## src/hdl/mpd_pkg.sv

```systemverilog
`timescale 1ns / 1ps

package mpd_pkg;

  localparam int unsigned DATA_W           = 8;
  localparam int unsigned LEN_W            = 28;
  localparam int unsigned IDX_W            = 2;
  localparam int unsigned MAX_LENGTH_BYTES = 4;
  localparam int unsigned GROUP_W          = 7;
  localparam int unsigned STATUS_W         = 2;
  localparam int unsigned USER_W           = STATUS_W + 1;

  localparam logic [LEN_W-1:0] MAX_LEN_RESET = {LEN_W{1'b1}};

  typedef enum logic [1:0] {
    PH_TYPE    = 2'd0,
    PH_LEN     = 2'd1,
    PH_PAYLOAD = 2'd2,
    PH_HALT    = 2'd3
  } phase_e;

  typedef enum logic [STATUS_W-1:0] {
    ST_OK        = 2'd0,
    ST_TOO_LARGE = 2'd1,
    ST_MALFORMED = 2'd2,
    ST_DISCARDED = 2'd3
  } status_e;

  typedef struct packed {
    logic [DATA_W-1:0] data;
    logic              pkt_start;
    logic              pkt_end;
    status_e           status;
  } result_t;

endpackage

```

## src/hdl/mqtt_packet_deframer.sv

```systemverilog
`timescale 1ns / 1ps
// channel   | direction | beat contents
// s_axis    | in        | tdata[7:0] received stream byte
// m_axis    | out       | tdata[7:0] byte, tlast packet end, tuser[0] start, tuser[2:1] status
// cfg       | in        | cfg_wdata_i[27:0] max remaining length, written when cfg_we_i
//
// one beat per cycle in and out while m_axis keeps taking beats; each byte is parsed
// by the single parse stage on accept and registered in the output buffer.
// reset clears the parse state and the max length to all ones, no clearing pass.
// a two-entry output buffer keeps s_axis_tready registered; ready drops only
// while both entries hold beats that m_axis has not taken.

module mqtt_packet_deframer (
  input  logic                       clk_i,
  input  logic                       rst_ni,
  input  logic                       cfg_we_i,
  input  logic [mpd_pkg::LEN_W-1:0]  cfg_wdata_i,
  input  logic                       s_axis_tvalid,
  output logic                       s_axis_tready,
  input  logic [7:0]                 s_axis_tdata,   // [7:0] data_in
  output logic                       m_axis_tvalid,
  input  logic                       m_axis_tready,
  output logic [7:0]                 m_axis_tdata,   // [7:0] data_out
  output logic                       m_axis_tlast,   // packet_end
  output logic [mpd_pkg::USER_W-1:0] m_axis_tuser    // [0] packet_start, [2:1] status
);
  import mpd_pkg::*;

  logic    in_fire;
  result_t res;
  result_t out_res;

  assign in_fire = s_axis_tvalid && s_axis_tready;

  mpd_frame_fsm u_fsm (
    .clk_i       (clk_i),
    .rst_ni      (rst_ni),
    .cfg_we_i    (cfg_we_i),
    .cfg_wdata_i (cfg_wdata_i),
    .fire_i      (in_fire),
    .byte_i      (s_axis_tdata),
    .res_o       (res)
  );

  mpd_skid u_skid (
    .clk_i       (clk_i),
    .rst_ni      (rst_ni),
    .in_valid_i  (s_axis_tvalid),
    .in_ready_o  (s_axis_tready),
    .in_data_i   (res),
    .out_valid_o (m_axis_tvalid),
    .out_ready_i (m_axis_tready),
    .out_data_o  (out_res)
  );

  assign m_axis_tdata = out_res.data;
  assign m_axis_tlast = out_res.pkt_end;
  assign m_axis_tuser = {out_res.status, out_res.pkt_start};

endmodule

```

## src/hdl/mpd_frame_fsm.sv

```systemverilog
`timescale 1ns / 1ps

module mpd_frame_fsm (
  input  logic                       clk_i,
  input  logic                       rst_ni,
  input  logic                       cfg_we_i,
  input  logic [mpd_pkg::LEN_W-1:0]  cfg_wdata_i,
  input  logic                       fire_i,
  input  logic [mpd_pkg::DATA_W-1:0] byte_i,
  output mpd_pkg::result_t           res_o
);
  import mpd_pkg::*;

  phase_e                 phase_q, phase_d;
  logic [LEN_W-1:0]       acc_q, acc_d;
  logic [IDX_W-1:0]       idx_q, idx_d;
  logic [LEN_W-1:0]       left_q, left_d;
  logic [LEN_W-1:0]       max_q;

  logic [LEN_W-1:0]       group_ext;
  logic [LEN_W-1:0]       group_sh;
  logic [LEN_W-1:0]       acc_sum;
  logic [LEN_W-1:0]       left_dec;
  logic [IDX_W:0]         idx_inc;

  assign group_ext = LEN_W'(byte_i[GROUP_W-1:0]);
  assign acc_sum   = acc_q + group_sh;
  assign left_dec  = left_q - LEN_W'(1);
  assign idx_inc   = {1'b0, idx_q} + (IDX_W+1)'(1);

  // place the seven value bits at the group position of this length byte
  always_comb begin
    case (idx_q)
      2'd0:    group_sh = group_ext;
      2'd1:    group_sh = group_ext << GROUP_W;
      2'd2:    group_sh = group_ext << (2 * GROUP_W);
      2'd3:    group_sh = group_ext << (3 * GROUP_W);
      default: group_sh = group_ext;
    endcase
  end

  always_comb begin
    phase_d           = phase_q;
    acc_d             = acc_q;
    idx_d             = idx_q;
    left_d            = left_q;
    res_o.data        = byte_i;
    res_o.pkt_start   = 1'b0;
    res_o.pkt_end     = 1'b0;
    res_o.status      = ST_OK;
    case (phase_q)
      PH_TYPE: begin
        res_o.pkt_start = 1'b1;
        acc_d           = '0;
        idx_d           = '0;
        phase_d         = PH_LEN;
      end
      PH_LEN: begin
        acc_d = acc_sum;
        if (byte_i[DATA_W-1]) begin
          if (idx_inc >= (IDX_W+1)'(MAX_LENGTH_BYTES)) begin
            res_o.status = ST_MALFORMED;
            phase_d      = PH_HALT;
          end else begin
            idx_d = idx_inc[IDX_W-1:0];
          end
        end else if (acc_sum > max_q) begin
          res_o.status = ST_TOO_LARGE;
          phase_d      = PH_HALT;
        end else if (acc_sum == '0) begin
          res_o.pkt_end = 1'b1;
          phase_d       = PH_TYPE;
        end else begin
          left_d  = acc_sum;
          phase_d = PH_PAYLOAD;
        end
      end
      PH_PAYLOAD: begin
        left_d = left_dec;
        if (left_dec == '0) begin
          res_o.pkt_end = 1'b1;
          phase_d       = PH_TYPE;
        end
      end
      default: begin
        res_o.data   = '0;
        res_o.status = ST_DISCARDED;
      end
    endcase
  end

  always_ff @(posedge clk_i or negedge rst_ni) begin
    if (!rst_ni) begin
      phase_q <= PH_TYPE;
      acc_q   <= '0;
      idx_q   <= '0;
      left_q  <= '0;
    end else if (fire_i) begin
      phase_q <= phase_d;
      acc_q   <= acc_d;
      idx_q   <= idx_d;
      left_q  <= left_d;
    end
  end

  always_ff @(posedge clk_i or negedge rst_ni) begin
    if (!rst_ni) begin
      max_q <= MAX_LEN_RESET;
    end else if (cfg_we_i) begin
      max_q <= cfg_wdata_i;
    end
  end

endmodule

```

## src/hdl/mpd_skid.sv

```systemverilog
`timescale 1ns / 1ps

module mpd_skid (
  input  logic             clk_i,
  input  logic             rst_ni,
  input  logic             in_valid_i,
  output logic             in_ready_o,
  input  mpd_pkg::result_t in_data_i,
  output logic             out_valid_o,
  input  logic             out_ready_i,
  output mpd_pkg::result_t out_data_o
);
  import mpd_pkg::*;

  logic    out_v_q, out_v_d;
  logic    skid_v_q, skid_v_d;
  result_t out_q, out_d;
  result_t skid_q, skid_d;
  logic    in_fire;

  assign in_ready_o  = !skid_v_q;
  assign in_fire     = in_valid_i && in_ready_o;
  assign out_valid_o = out_v_q;
  assign out_data_o  = out_q;

  always_comb begin
    out_v_d  = out_v_q;
    out_d    = out_q;
    skid_v_d = skid_v_q;
    skid_d   = skid_q;
    if (!out_v_q || out_ready_i) begin
      if (skid_v_q) begin
        out_v_d  = 1'b1;
        out_d    = skid_q;
        skid_v_d = 1'b0;
      end else begin
        out_v_d = in_fire;
        out_d   = in_data_i;
      end
    end else if (in_fire) begin
      // output stalled: park the new beat
      skid_v_d = 1'b1;
      skid_d   = in_data_i;
    end
  end

  always_ff @(posedge clk_i or negedge rst_ni) begin
    if (!rst_ni) begin
      out_v_q  <= 1'b0;
      skid_v_q <= 1'b0;
    end else begin
      out_v_q  <= out_v_d;
      skid_v_q <= skid_v_d;
    end
  end

  always_ff @(posedge clk_i) begin
    out_q  <= out_d;
    skid_q <= skid_d;
  end

endmodule

```

## config.mk

```make
export PLATFORM = sky130hd
export DESIGN_NAME = mqtt_packet_deframer
export DESIGN_NICKNAME = d
export VERILOG_FILES = /design/src/hdl/mpd_pkg.sv /design/src/hdl/mqtt_packet_deframer.sv /design/src/hdl/mpd_frame_fsm.sv /design/src/hdl/mpd_skid.sv
export SDC_FILE = /design/constraint.sdc
export NUM_CORES = 1
export LEC_CHECK = 0
export ABC_AREA = 0
export BUFFER_PORTS_ARGS = -buffer_cell sky130_fd_sc_hd__buf_2
export CAP_MARGIN = 20
export CORE_MARGIN = 2
export CORE_UTILIZATION = 50
export CTS_CLUSTER_SIZE = 28
export DETAILED_ROUTE_END_ITERATION = 8
export GPL_TIMING_DRIVEN = 0
export PLACE_DENSITY = 0.68
export SLEW_MARGIN = 20
export SYNTH_ARGS = -nofsm -noshare
export SYNTH_HDL_FRONTEND = slang
export SYNTH_SLANG_ARGS = --single-unit
```

## constraint.sdc

```tcl
create_clock -name clk_i -period 8.8 [get_ports clk_i]
set_clock_uncertainty 0.2 [all_clocks]
set_input_delay 0 -clock clk_i [delete_from_list [all_inputs] [get_ports clk_i]]
set_output_delay 0 -clock clk_i [all_outputs]
set_load 0.05 [all_outputs]
```

Word level (Yosys, flattened, before mapping)
Cells that the tools add are included.

Register bits after elaboration: 114. Logic and storage cells: 82. Input port bits: 41. Output and inout port bits: 14.

Muxes and demuxes: 30. Add/sub/neg operators: 3. Magnitude comparators: 2. Bitwise gates (word level): 1. Eq/ne operators: 12. Reduce and logical (&&, ||, !) cells: 19.

Operator list (count): $pmux 28 s2 (2); $pmux 28 s4 (1); $mux 28 (3); $logic_not 28->1 (2); $add 28x28->28 (1); $gt 28x28->1 (1); $sub 28x1->28 const B (1); $mux 2 (9); $mux 12 (1); $ne 2x2->1 const B (5); $mux 1 (9); $mux 8 (1); $pmux 2 s2 (2); $reduce_and 4->1 (2); $eq 2x2->1 const B (3); $pmux 2 s3 (1); $reduce_bool 2->1 (3); $reduce_and 5->1 (1); $eq 2x1->1 const B (2); $logic_not 2->1 (2); $reduce_and 2->1 (2); $add 2x1->3 const B (1); $ge 3x3->1 const B (1); $ne 3x2->1 const B (1); 9 further kinds (10).

Longest topological paths before layout
Depth after elaboration: 9. Depth in mapped cells: 27. Gate-level depth less buffers: 23.

Modules after synthesis
A second synthesis with hierarchy kept.

Cell total of the unflattened synthesis: 960. Area, all modules: 8698.3 um2.

By module, submodules not included: mpd_frame_fsm (area an instance 7699.9 um2, sequential area each 2237.1 um2, times used 1, cells an instance 913); mpd_skid (area an instance 992.2 um2, sequential area each 770.7 um2, times used 1, cells an instance 46); mqtt_packet_deframer (area an instance 6.3 um2, sequential area each 0.0 um2, times used 1, cells an instance 1).

Least setup slack after synthesis
OpenSTA, ideal clock, no wires.

Kind: reg-to-reg. From: register u_fsm.idx_q[0]. To: register u_fsm.left_q[5]. Data arrival time: 5.454 ns. Required time: 8.477 ns. Stages on the path, launching flop included: 27. Setup time: 0.123 ns. Clock period less this slack: 5.777 ns. Path buffers: 3. Setup slack: 3.023 ns. Cell sequence: dfrtp_1 inv_1 ha_1 nor2b_1 and2_1 ha_1 clkbuf_1 a21oi_1 o21ai_1 a221o_1 nor4_1 nor2_1 a21oi_1 xor2_1 ha_1 nand2_1 nor3_1 nand2_1 or4_1 a32o_1 a32oi_1 nand3_1 a22oi_2 buf_4 buf_1 nand2_1 o221a_1.

Longest elaborated chain between the ends: 7. Elaborated cells on any way between the ends: 15. Those cells by class: add/sub: 1; order compare: 1; eq/ne: 5; mux: 5; reduce/logical: 3.

Ends and longest elaborated chain: start, declared (line mpd_frame_fsm.sv:16) `logic [IDX_W-1:0] idx_q, idx_d;`; start signal, assigned (line mpd_frame_fsm.sv:101) `idx_q <= idx_d;`; $eq 2x2->1 (tied with other cells) (line mpd_frame_fsm.sv:33) `case (idx_q)`; $pmux 28 s4 * (line mpd_frame_fsm.sv:33); $add 28x28->28 * (line mpd_frame_fsm.sv:27) `assign acc_sum = acc_q + group_sh;`; parallel branches: the longest is 4 deep, another holds $gt 28x28->1; end signal, assigned (line mpd_frame_fsm.sv:102) `left_q <= left_d;`; end, declared (line mpd_frame_fsm.sv:17) `logic [LEN_W-1:0] left_q, left_d;`.

Every way passes the cells marked *. The select of a mux whose other input is x is not followed. A chain may end at the register's enable or synchronous reset.

Worst setup path in the final report
From: register u_fsm.idx_q[0]. To: register u_fsm.left_q[6].

The elaborated chain is that of the path after synthesis.

==> flow_metrics.env <==
export IMPL_synth_top_cell_by_area="dfrtp_1"
export IMPL_worstPathRequired_ps=8910
export IMPL_synth_fa_ha_area_frac=0.0969
export IMPL_reg2reg_setup_slack_ps=1200
export IMPL_synth_enable_flop_cells=24
export IMPL_drt_first_iter_violations=748
export IMPL_firstDrtPassIters=5
export IMPL_syn_nets=1087
export IMPL_grt_overflow_total=0
export IMPL_grt_max_degree=71
export IMPL_dp_hpwl_um=18500
export IMPL_die_area_um2=18000
export IMPL_yosys_area_share_simple=0.203
export IMPL_antenna_found_initial=0
export IMPL_crit_end="u_fsm.left_q[6]"
export IMPL_wirelength_um=25400
export IMPL_insertedDiodeCount=0
export IMPL_synthTopCellsByArea="dfrtp_1 (18%), ha_1 (9.5%), dfstp_2 (8.7%)"
export IMPL_power_ir_vdd_worst_v=0.000124
export IMPL_rr_endpoint="u_fsm.left_q[6]"
export IMPL_syn_area_per_cell_um2=8.64
export IMPL_synthMuxAreaShare=0.0257
export IMPL_drive_above_1_share=0.139
export IMPL_status="complete, no violations"
export IMPL_cts_root_buffer_cell="clkbuf_16"
export IMPL_wire_per_inst_um=19.1
export IMPL_r2r_start="u_fsm.idx_q[0]"
export IMPL_grt_usage=0.290
export IMPL_cts_tree="done"
export IMPL_ys_seq_area_frac=0.355
export IMPL_drv_slew=0
export IMPL_cts_htree_levels=4
export IMPL_powerDensity_nw_per_um2=137
export IMPL_layout_nets=1205
export IMPL_die_h_um=134
export IMPL_power_mw=1.38
export IMPL_antenna_left=0
export IMPL_async_flop_share=0.789
export IMPL_fin_tns_setup_ps=0
export IMPL_finalHoldViolCount=0
export IMPL_area_growth_pct=18.9
export IMPL_vias=8089
export IMPL_crit_start="u_fsm.idx_q[0]"
export IMPL_cts_buffers=17
export IMPL_critPathKind="reg2reg"
export IMPL_vias_per_cell=6.07
export IMPL_fillers=1507
export IMPL_synth_compound_area_share=0.242
export IMPL_cts_clk_slew_worst_paths_ps=60
export IMPL_synth_top_area_frac=0.183
export IMPL_remaining_drc_errors=0
export IMPL_yosys_area_share_xor_xnor=0.0269
export IMPL_worst_pin_slew_ps=1130
export IMPL_yosysWarnings=0
export IMPL_post_route_period_util=0.864
export IMPL_synthTopCellsByCount="nand2_1 (107), o21ai_0 (79), a21oi_1 (69), ha_1 (64), nor2_1 (64)"
export IMPL_core_rowCount=47
export IMPL_yosys_register_bits=114
export IMPL_die_w_um=134
export IMPL_holdPathStages=4
export IMPL_setup_viol=0
export IMPL_syn_inst=981
export IMPL_synth_cell_types=76
export IMPL_critPathMaxFanout=10
export IMPL_slew_headroom=0.246
export IMPL_maxCapViolCount=0
export IMPL_synth_top_family_by_area="compound AO/OA/AOI/OAI gates"
export IMPL_crit_path_start_kind="flop"
export IMPL_cts_resized=0
export IMPL_grt_first_pass_wirelength_um=40500
export IMPL_core_area_um2=16600
export IMPL_r2r_worst_path_cells=24
export IMPL_end_kind="flop"
export IMPL_ys_flop_type="dfrtp_1"
export IMPL_fmax_ghz=0.132
export IMPL_grt_pass1_vias=7659
export IMPL_io_pins=55
export IMPL_total_leakage_power_nw=4.37
export IMPL_cts_sinks=114
export IMPL_netlist_area_um2=8470
export IMPL_synth_most_common_cell="nand2_1"
export IMPL_gp_congestion=0.956
export IMPL_worstHoldPathType="in2reg"
export IMPL_io_buffers=53
export IMPL_rsz0062_at_grt="no"
export IMPL_initial_core_util=0.511
export IMPL_clockBufferDepth=2
export IMPL_cp_data_arrival_time_ps=7710
export IMPL_clock_latency_ps=420
export IMPL_period_needed_ps=7600
[per-stage QoR]
stage | setup slack (ps) | utilization | cell area (µm²) | hold slack [ps] | instances
global route | 719 | 0.608 | 10100 | 117 | 1332
global placement | 1420 | 0.543 | 9010 | 10.5 | 1254
CTS | 1300 | 0.608 | 10100 | 12.3 | 1332
floorplan | 3020 | - | 8470 | -496 | 981
finish | 1200 | 0.608 | 10100 | 27.6 | 1332
detailed placement | 1340 | 0.545 | 9050 | -327 | 1255
[logic make-up (layout without fill, tap and decap cells)]
family / Yosys count / count (layout)
AO/OA/AOI/OAI: 304 / 304
XOR/XNOR: 26 / 26
multiplexers: 20 / 20
adder cells (fa/ha/maj): 65 / 65
buffers and inverters: 105 / 236
AND/OR/NAND/NOR: 347 / 347
flip-flops: 114 / 114
[critical path: stages (launching register included)]
cell	delay, ps
dfrtp_1	440
inv_1	90
ha_1	310
and2_1	210
ha_1	200
fa_1	400
a21o_1	210
a221oi_1	930
o221a_2	410
o21bai_1	90
xnor2_1	610
inv_1	120
ha_1	330
nand4_1	90
nor2_1	110
nand2_1	90
or4_1	610
a32o_1	240
a32oi_1	280
nand3_1	220
a22oi_2	280
buf_4	240
buf_1	410
nand2_1	190
o221a_1	160
[placed cells by master, fill, tap and decap left out, types with 28 or more instances in the layout]
| cell type | instances |
|---|---|
| a21oi_1 | 69 |
| and2_1 | 35 |
| buf_2 | 59 |
| clkbuf_1 | 42 |
| dfrtp_1 | 62 |
| dfstp_2 | 28 |
| dlygate4sd3_1 | 44 |
| ha_1 | 64 |
| inv_1 | 48 |
| nand2_1 | 107 |
| nor2_1 | 64 |
| nor3_1 | 32 |
| o21ai_0 | 79 |
[worst min-delay path by stage]
stage | start | slack (ps) | end
floorplan | rst_ni | -500 | u_fsm.acc_q[0]
global placement | cfg_wdata_i[2] | 10 | u_fsm.max_q[2]
detailed placement | rst_ni | -330 | u_fsm.left_q[8]
CTS | cfg_we_i | 10 | u_fsm.max_q[25]
global route | cfg_we_i | 120 | u_fsm.max_q[10]
finish | cfg_we_i | 30 | u_fsm.max_q[25]
[report_power, final]
group | total, mW | switching [mW] | leakage (nW) | internal, mW
clock network | 0.683 | 0.266 | 0.268 | 0.418
logic | 0.123 | 0.0765 | 2.75 | 0.0466
registers | 0.572 | 0.00519 | 1.35 | 0.567
total | 1.38 | 0.347 | 4.37 | 1.03
[flip-flops by register name, summed over array words and instances (netlist names)]
register and flops:
u_fsm.acc_q 28, u_fsm.idx_q 2, u_fsm.max_q 28, u_skid.out_valid_o 1, u_skid.skid_v_q 1, u_skid.skid_q 12, u_skid.out_data_o 12, u_fsm.left_q 28
u_fsm.phase_q 2
[repair_timing]
| action | in CTS | in global routing |
|---|---|---|
| setup endpoints to repair | 0 | 0 |
| hold buffers | 45 | 0 |
| endpoints found under the hold margin | 140 | 0 |
| setup buffers | 0 | 0 |
[layout make-up]
class	instances	area, µm²	share of cell area
Inverter	49	184	0.0183
Sequential cell	114	3010	0.299
Clock inverter	15	159	0.0158
Tap cell	220	275	0.0273
Multi-Input combinational cell	762	5040	0.500
Buffer	56	244	0.0242
Clock buffer	17	425	0.0422
Timing Repair Buffer	99	744	0.0739
[metal layers]
metal | up-vias | track usage | routed length (µm) | part of all wire
met5 | - | 0 | 0 | 0
met4 | 0 | 0.121 | 879 | 0.035
met3 | 61 | 0.0514 | 1600 | 0.063
met2 | 302 | 0.462 | 11700 | 0.46
met1 | 3852 | 0.390 | 11300 | 0.44
li1 | 3874 | - | - | -
Note: power is estimated with default switching activity, not from simulation.
